===== src/design/updf_pkg.sv =====
// Shared types and constants for the update package deframer.
// Holds the result word layout, the byte and status codes and the signature.
// No dependencies.
package updf_pkg;

  localparam int DIGEST_BYTES_DEFAULT = 16;

  localparam int KIND_W   = 3;
  localparam int STATUS_W = 3;
  localparam int LEN_W    = 31;

  // Byte classification codes.
  localparam logic [KIND_W-1:0] KIND_PKG_HDR  = 3'd0;
  localparam logic [KIND_W-1:0] KIND_FILE_HDR = 3'd1;
  localparam logic [KIND_W-1:0] KIND_CONTENT  = 3'd2;
  localparam logic [KIND_W-1:0] KIND_DIGEST   = 3'd3;
  localparam logic [KIND_W-1:0] KIND_IGNORED  = 3'd4;

  // Status codes.
  localparam logic [STATUS_W-1:0] ST_OK         = 3'd0;
  localparam logic [STATUS_W-1:0] ST_BAD_SIG    = 3'd1;
  localparam logic [STATUS_W-1:0] ST_PKG_PARITY = 3'd2;
  localparam logic [STATUS_W-1:0] ST_BAD_TYPE   = 3'd3;
  localparam logic [STATUS_W-1:0] ST_FILE_LEN   = 3'd4;
  localparam logic [STATUS_W-1:0] ST_DONE       = 3'd5;

  // File type bytes.
  localparam logic [7:0] TYPE_MANIFEST   = 8'h80;
  localparam logic [7:0] TYPE_BOOTLOADER = 8'h81;
  localparam logic [7:0] TYPE_IMAGE      = 8'h82;
  localparam logic [7:0] TYPE_MODULE     = 8'h83;

  // Signature size and last header byte indices; byte 12 is the file count.
  localparam logic [3:0] PKG_SIG_BYTES  = 4'd8;
  localparam logic [3:0] PKG_LAST_BYTE  = 4'd12;
  localparam logic [3:0] FILE_LAST_BYTE = 4'd4;

  localparam logic [7:0] SIGNATURE [8] = '{8'h59, 8'h75, 8'h6E, 8'h4F,
                                           8'h53, 8'h59, 8'h6F, 8'h43};

  typedef struct packed {
    logic [KIND_W-1:0]   byte_kind;
    logic [7:0]          data_out;
    logic [1:0]          file_kind;
    logic [LEN_W-1:0]    file_offset;
    logic                last_of_file;
    logic [LEN_W-1:0]    package_length;
    logic [STATUS_W-1:0] status;
  } result_t;

endpackage


===== src/design/updf_core.sv =====
// Deframing state and per-byte classification for the update package deframer.
// Builds one result word per accepted byte; depends on updf_pkg.
module updf_core
  import updf_pkg::*;
#(
  parameter int DIGEST_BYTES = DIGEST_BYTES_DEFAULT
) (
  input  logic       clk,
  input  logic       rst,
  input  logic       step,
  input  logic [7:0] data_byte,
  input  logic       cfg_wr_en,
  input  logic       cfg_wr_data,
  output result_t    res
);

  typedef enum logic [4:0] {
    PH_PKG    = 5'b00001,
    PH_FHDR   = 5'b00010,
    PH_DATA   = 5'b00100,
    PH_DIGEST = 5'b01000,
    PH_STOP   = 5'b10000
  } phase_t;

  phase_t              phase, phase_next;
  logic [3:0]          header_byte_count, header_byte_count_next;
  logic [31:0]         length_shift, length_shift_next;
  logic [7:0]          files_left, files_left_next;
  logic [1:0]          current_type, current_type_next;
  logic [LEN_W-1:0]    file_length, file_length_next;
  logic [LEN_W-1:0]    content_count, content_count_next;
  logic [STATUS_W-1:0] error_code, error_code_next;
  logic                module_type_enable;

  logic [1:0]  lane;
  logic [31:0] length_merged;
  logic [7:0]  files_dec;
  logic [31:0] count_inc;

  always_comb begin
    phase_next             = phase;
    header_byte_count_next = header_byte_count;
    length_shift_next      = length_shift;
    files_left_next        = files_left;
    current_type_next      = current_type;
    file_length_next       = file_length;
    content_count_next     = content_count;
    error_code_next        = error_code;

    res                = '0;
    res.data_out       = data_byte;
    res.byte_kind      = KIND_IGNORED;

    // Package header length bytes sit at 8..11, file header ones at 1..4.
    lane          = (phase == PH_PKG) ? header_byte_count[1:0]
                                      : 2'(header_byte_count - 4'd1);
    length_merged = length_shift | ({24'b0, data_byte} << {lane, 3'b000});
    files_dec     = 8'(files_left - 8'd1);
    count_inc     = {1'b0, content_count} + 32'd1;

    case (phase)
      PH_PKG: begin
        res.byte_kind = KIND_PKG_HDR;
        if (header_byte_count < PKG_SIG_BYTES) begin
          if (header_byte_count == 4'd0) begin
            length_shift_next = '0;
          end
          if (data_byte != SIGNATURE[header_byte_count[2:0]]) begin
            res.status      = ST_BAD_SIG;
            error_code_next = ST_BAD_SIG;
            phase_next      = PH_STOP;
          end else begin
            header_byte_count_next = header_byte_count + 4'd1;
          end
        end else if (header_byte_count < PKG_LAST_BYTE) begin
          length_shift_next      = length_merged;
          header_byte_count_next = header_byte_count + 4'd1;
        end else if (^length_shift) begin
          res.status      = ST_PKG_PARITY;
          error_code_next = ST_PKG_PARITY;
          phase_next      = PH_STOP;
        end else begin
          res.package_length     = length_shift[31:1];
          files_left_next        = data_byte;
          header_byte_count_next = '0;
          content_count_next     = '0;
          length_shift_next      = '0;
          phase_next             = (data_byte != 8'd0) ? PH_FHDR : PH_DIGEST;
        end
      end
      PH_FHDR: begin
        res.byte_kind = KIND_FILE_HDR;
        if (header_byte_count == 4'd0) begin
          if (data_byte >= TYPE_MANIFEST &&
              (data_byte <= TYPE_IMAGE ||
               (data_byte == TYPE_MODULE && module_type_enable))) begin
            current_type_next      = data_byte[1:0];
            res.file_kind          = data_byte[1:0];
            length_shift_next      = '0;
            header_byte_count_next = 4'd1;
          end else begin
            res.status      = ST_BAD_TYPE;
            error_code_next = ST_BAD_TYPE;
            phase_next      = PH_STOP;
          end
        end else begin
          res.file_kind     = current_type;
          length_shift_next = length_merged;
          if (header_byte_count < FILE_LAST_BYTE) begin
            header_byte_count_next = header_byte_count + 4'd1;
          end else if ((^length_merged) || (length_merged[31:1] == '0)) begin
            res.status      = ST_FILE_LEN;
            error_code_next = ST_FILE_LEN;
            phase_next      = PH_STOP;
          end else begin
            file_length_next       = length_merged[31:1];
            content_count_next     = '0;
            header_byte_count_next = '0;
            phase_next             = PH_DATA;
          end
        end
      end
      PH_DATA: begin
        res.byte_kind   = KIND_CONTENT;
        res.file_kind   = current_type;
        res.file_offset = content_count;
        if (count_inc >= {1'b0, file_length}) begin
          res.last_of_file       = 1'b1;
          files_left_next        = files_dec;
          header_byte_count_next = '0;
          content_count_next     = '0;
          length_shift_next      = '0;
          phase_next             = (files_dec != 8'd0) ? PH_FHDR : PH_DIGEST;
        end else begin
          content_count_next = count_inc[LEN_W-1:0];
        end
      end
      PH_DIGEST: begin
        res.byte_kind = KIND_DIGEST;
        if (count_inc >= 32'(DIGEST_BYTES)) begin
          res.status      = ST_DONE;
          error_code_next = ST_DONE;
          phase_next      = PH_STOP;
        end else begin
          content_count_next = count_inc[LEN_W-1:0];
        end
      end
      default: begin
        res.byte_kind = KIND_IGNORED;
        res.status    = error_code;
      end
    endcase
  end

  always_ff @(posedge clk) begin
    if (rst) begin
      phase              <= PH_PKG;
      header_byte_count  <= '0;
      length_shift       <= '0;
      files_left         <= '0;
      current_type       <= '0;
      file_length        <= '0;
      content_count      <= '0;
      error_code         <= ST_OK;
      module_type_enable <= 1'b0;
    end else begin
      if (cfg_wr_en) begin
        module_type_enable <= cfg_wr_data;
      end
      if (step) begin
        phase             <= phase_next;
        header_byte_count <= header_byte_count_next;
        length_shift      <= length_shift_next;
        files_left        <= files_left_next;
        current_type      <= current_type_next;
        file_length       <= file_length_next;
        content_count     <= content_count_next;
        error_code        <= error_code_next;
      end
    end
  end

`ifndef SYNTH
  // The stopped phase is left only by reset.
  a_stop_sticky: assert property (@(posedge clk) disable iff (rst)
    phase == PH_STOP |=> phase == PH_STOP)
    else $error("updf_core: left the stopped phase");

  // A latched code always goes with the stopped phase.
  a_code_stops: assert property (@(posedge clk) disable iff (rst)
    error_code != ST_OK |-> phase == PH_STOP)
    else $error("updf_core: status latched outside the stopped phase");

  // Finishing a file uses up exactly one entry of the file count.
  a_file_count: assert property (@(posedge clk) disable iff (rst)
    step && phase == PH_DATA && res.last_of_file |=>
      files_left == 8'($past(files_left) - 8'd1))
    else $error("updf_core: file count not decremented at end of file");
`endif

endmodule


===== src/design/updf_outbuf.sv =====
// Two-entry result buffer: an output register backed by a skid register.
// Decouples the input ready from the output ready; depends on updf_pkg.
module updf_outbuf
  import updf_pkg::*;
(
  input  logic    clk,
  input  logic    rst,
  input  logic    push,
  input  result_t push_data,
  output logic    can_push,
  output logic    out_valid,
  input  logic    out_ready,
  output result_t out_data
);

  logic    skid_valid;
  result_t skid_data;
  logic    pop;

  assign can_push = !skid_valid;
  assign pop      = out_valid && out_ready;

  always_ff @(posedge clk) begin
    if (rst) begin
      out_valid  <= 1'b0;
      skid_valid <= 1'b0;
    end else if (!out_valid || pop) begin
      // The output register is free: the skid word has priority.
      if (skid_valid) begin
        out_valid  <= 1'b1;
        skid_valid <= 1'b0;
      end else begin
        out_valid <= push;
      end
    end else if (push) begin
      skid_valid <= 1'b1;
    end
  end

  always_ff @(posedge clk) begin
    if (!out_valid || pop) begin
      out_data <= skid_valid ? skid_data : push_data;
    end else if (push) begin
      skid_data <= push_data;
    end
  end

`ifndef SYNTH
  a_skid_behind_out: assert property (@(posedge clk) disable iff (rst)
    skid_valid |-> out_valid)
    else $error("updf_outbuf: skid word held with empty output register");

  a_stall_to_skid: assert property (@(posedge clk) disable iff (rst)
    out_valid && !out_ready && push |=> skid_valid)
    else $error("updf_outbuf: word pushed during a stall was lost");

  a_skid_drains: assert property (@(posedge clk) disable iff (rst)
    skid_valid && out_ready |=> out_valid && !skid_valid)
    else $error("updf_outbuf: skid word not moved forward");
`endif

endmodule


===== src/design/update_package_deframer_top.sv =====
// Top level of the update package deframer.
// Instantiates updf_core and updf_outbuf; depends on updf_pkg.
//
//   channel  | handshake               | payload
//   ---------+-------------------------+------------------------------------------
//   input    | in_valid / in_ready     | data_byte
//   output   | out_valid / out_ready   | byte_kind data_out file_kind file_offset
//            |                         | last_of_file package_length status
//   config   | cfg_wr_en               | cfg_wr_data (module type enable)
//
// One word is taken per cycle while in_ready is high; its result is registered.
// The classification and the state update are done in the accepting cycle.
// A two-word output buffer keeps input ready independent of output ready:
// input ready falls only while both buffer words are full.
// Synchronous reset returns to the start of a package and clears the enable.
module update_package_deframer_top
  import updf_pkg::*;
#(
  parameter int DIGEST_BYTES = DIGEST_BYTES_DEFAULT
) (
  input  logic                clk,
  input  logic                rst,
  input  logic                in_valid,
  output logic                in_ready,
  input  logic [7:0]          data_byte,
  input  logic                cfg_wr_en,
  input  logic                cfg_wr_data,
  output logic                out_valid,
  input  logic                out_ready,
  output logic [KIND_W-1:0]   byte_kind,
  output logic [7:0]          data_out,
  output logic [1:0]          file_kind,
  output logic [LEN_W-1:0]    file_offset,
  output logic                last_of_file,
  output logic [LEN_W-1:0]    package_length,
  output logic [STATUS_W-1:0] status
);

  logic    step;
  result_t res;
  result_t out_data;

  assign step = in_valid && in_ready;

  updf_core #(
    .DIGEST_BYTES(DIGEST_BYTES)
  ) u_core (
    .clk        (clk),
    .rst        (rst),
    .step       (step),
    .data_byte  (data_byte),
    .cfg_wr_en  (cfg_wr_en),
    .cfg_wr_data(cfg_wr_data),
    .res        (res)
  );

  updf_outbuf u_outbuf (
    .clk      (clk),
    .rst      (rst),
    .push     (step),
    .push_data(res),
    .can_push (in_ready),
    .out_valid(out_valid),
    .out_ready(out_ready),
    .out_data (out_data)
  );

  assign byte_kind      = out_data.byte_kind;
  assign data_out       = out_data.data_out;
  assign file_kind      = out_data.file_kind;
  assign file_offset    = out_data.file_offset;
  assign last_of_file   = out_data.last_of_file;
  assign package_length = out_data.package_length;
  assign status         = out_data.status;

endmodule

===== config.mk =====
export PLATFORM = sky130hd
export DESIGN_NAME = update_package_deframer_top
export DESIGN_NICKNAME = d
export VERILOG_FILES = /design/src/design/updf_pkg.sv /design/src/design/updf_core.sv /design/src/design/updf_outbuf.sv /design/src/design/update_package_deframer_top.sv
export SDC_FILE = /design/constraint.sdc
export NUM_CORES = 1
export LEC_CHECK = 0
export ABC_AREA = 1
export BUFFER_PORTS_ARGS = -buffer_cell sky130_fd_sc_hd__clkbuf_2
export CAP_MARGIN = 40
export CORE_ASPECT_RATIO = 1.75
export CORE_MARGIN = 5
export CORE_UTILIZATION = 60
export CTS_CLUSTER_DIAMETER = 40
export DETAILED_ROUTE_END_ITERATION = 8
export PLACE_DENSITY = 0.79
export SYNTH_ARGS = -nofsm -noshare
export SYNTH_HDL_FRONTEND = slang
export SYNTH_SLANG_ARGS = --single-unit

===== constraint.sdc =====
create_clock -name clk -period 9.7 [get_ports clk]
set_input_delay 1.455 -clock clk [delete_from_list [all_inputs] [get_ports clk]]
set_output_delay 1.455 -clock clk [all_outputs]
set_load 0.005 [all_outputs]

==> run metrics <==
final period utilization 0.504; post-synthesis register bit count 277; Clock Power Share 0.242; port buffer count 94; core area 25200 µm²; row cnt 77; RSZ-0062 raised after global routing false; synthesized area per cell 7.69 µm²; Via density 5.65; # hold bufs at CTS 0; fillcell total 2121; Resized cells post-CTS 0; simple-gate share of the synthesized area 0.284; GR Overflow Total 0; Root Driver clkbuf_16; Max clock buf depth 3; Clock transition at path regs 0.06 ns; DR pass1 iterations 6; final hold slack 0.468 ns; Sw Pwr 2.21 mW; first-pass GRT wire length 67.3 mm; worst slew pin tran 0.849 ns; worst-path maximum fanout 64; DR DRC count 0; Final Hold Viols 0; Post-CTS Setup Repair Bufs 0; P_leak 7.67 nW; later-pin clock latency in the skew report 0.57 ns; Final Power 4.89 mW; Synth Area in Compound Gates 0.0768; Power Dens Cells 286 nW/µm²; commonest cells after routing, fill and taps aside 545 x nand2_1, 235 x nor2_1, 211 x inv_1; DRT antenna net count 0; vias in the first global route 13200; Comb power frac 0.468; via count 13500; Post-Layout Cell Count 2386; DR iter-0 viols 946; Max Cap Viol 0; worst vdd ir 0.336 mV; switch share 0.452; gpl congestion 0.978; Crit path arrival time 5.38 ns; Rel. slew slack 0.433; DPL Wire Length 31.4 mm; adder-cell area share of the yosys netlist 0.0303; Die ar. 28900 µm²; nets 2097; post-synthesis cell type count 43; f_max 0.205 GHz; worst hold path type register to register; Tmin final 4.88 ns; n_diodes 0; syn nets 2039; WL final 41.9 mm; most common cell after layout, fill and taps aside nand2_1; synth warn 0; internal power 2.68 mW; Synth Area in XOR/XNOR 0.0373; post-synthesis sequential area ratio 0.466; num ports 95; H-tree levels 1; cell area after synthesis 15300 µm²; post-synthesis mux area share 0.0228; Worst Setup Start Kind register; largest family of logic cells by synthesized area simple AND/OR/NAND/NOR gates; dpl cells 2330; Setup TNS 0 ns; outcome complete, no violations; required time of the worst setup path 10.19 ns; initial antenna violation count 0; Sink Count 277; Worst Setup End Kind register; die height 221 µm; TritonCTS Buffers 30; Syn Inst Count 1988; Crit Path Class register to register; largest net degree at the start of global routing 78; Final Setup Violations 0; Die X 131 µm; clock skew 0.0136 ns; Slew Limit Fails 0; share of layout cells above drive strength 1 0.115; Initial Util 0.605; P&R area growth vs syn 11.7%; drt wl/cell 17.6 µm; Total GRT Usage 0.289; TritonCTS clock tree yes; sequential fraction of design power 0.290
-- kinds of logic after synthesis --
logic type / after synthesis
fa+ha+maj: 37
compound gates: 228
flops: 277
mux: 31
xor+xnor: 65
simple gates: 1023
buf+inv: 327
-- worst paths after layout --
kind	slack, ns	start	endpoint	cells after the start
worst max-delay path	4.82	u_core.content_count[0]	u_core.length_shift[18]	25
worst min-delay path	0.47	u_core.file_length[0]	u_core.file_length[0]	2
worst max register to register	4.82	u_core.content_count[0]	u_core.length_shift[18]	25
worst min register to register	0.47	u_core.file_length[0]	u_core.file_length[0]	2
-- state kept, by name, indices dropped and copies added, names as in the netlist --
name,cells
u_core.error_code,3
u_core.content_count,31
u_outbuf.skid_valid,1
u_outbuf.out_data,79
u_core.length_shift,32
u_core.current_type,2
u_core.module_type_enable,1
u_core.header_byte_count,4
u_outbuf.skid_data,79
u_core.phase,5
u_outbuf.out_valid,1
u_core.files_left,8
u_core.file_length,31
-- power groups by stage --
stage / Clock (mW) / Sequential, mW / Combinational [mW]
finish: 1.19 / 1.42 / 2.29
global route: 1.26 / 1.43 / 2.52
CTS: 1.20 / 1.42 / 2.25
detailed placement: 0 / 1.44 / 2.24
global placement: 0 / 1.44 / 2.15
floorplan: 0 / 1.43 / 1.68
-- routing by layer --
metal,routed length (µm),global-route usage,up-vias
met4,3080,0.179,0
met5,0,0,-
met2,21500,0.505,473
met1,15200,0.325,6254
met3,2090,0.0350,143
li1,-,-,6603
-- final cells by class --
type	instances	area, µm²	area share
clock buffers	43	882	0.0517
clock inverters	13	168	0.00982
inverters	241	905	0.0530
multi-input cells	1384	6910	0.404
flip-flops and latches	277	7130	0.418
well taps	316	395	0.0232
repair buffers	112	691	0.0404
-- critical path, stage by stage, from the launching register on --
cell	delay [ns]
dfxtp_1	0.42
ha_1	0.34
nand2_1	0.11
nor2_1	0.20
nand2_1	0.17
inv_2	0.08
nand2_1	0.11
nor2_2	0.21
nand2_1	0.12
nor2_1	0.13
xor2_1	0.24
inv_1	0.10
ha_1	0.19
a21oi_1	0.12
nor2_1	0.05
a211oi_1	0.18
nor2_1	0.07
nor2_1	0.10
buf_4	0.34
nand4_1	0.30
nor2_1	0.16
nor2_1	0.08
nand2_1	0.07
buf_4	0.46
o21ai_0	0.20
a21oi_1	0.20
-- synth_stat cells (all sizes together) --
master / number / area share
and3: 1 / 0.00041
xnor2: 25 / 0.014
o21a: 1 / 0.00049
a21o: 1 / 0.00049
o211ai: 2 / 0.00098
ha: 37 / 0.030
a21oi: 94 / 0.031
clkinv: 1 / 0.00025
nand3: 96 / 0.033
nor2: 240 / 0.061
clkbuf: 61 / 0.015
nand2: 550 / 0.14
and2: 1 / 0.00049
nor3b: 1 / 0.00049
o21bai: 1 / 0.00049
nor3: 62 / 0.022
o2111ai: 1 / 0.00057
nor4: 11 / 0.0045
o21ai: 121 / 0.040
edfxtp: 158 / 0.31
nand4: 61 / 0.026
inv: 240 / 0.059
a211oi: 6 / 0.0029
xor2: 40 / 0.023
dfxtp: 119 / 0.16
buf: 25 / 0.0086
a31oi: 1 / 0.00041
mux2: 31 / 0.023
-- metrics by stage --
step / instance area [µm²] / util / setup WS [ns]
2_1_floorplan: 15300 / - / 2.37
3_3_place_gp: 15900 / 0.630 / 4.74
3_5_place_dp: 16000 / 0.635 / 4.92
4_1_cts: 17100 / 0.677 / 4.88
5_1_grt: 17100 / 0.677 / 4.23
6_report: 17100 / 0.677 / 4.82
Power figures use the tool's default switching activity.
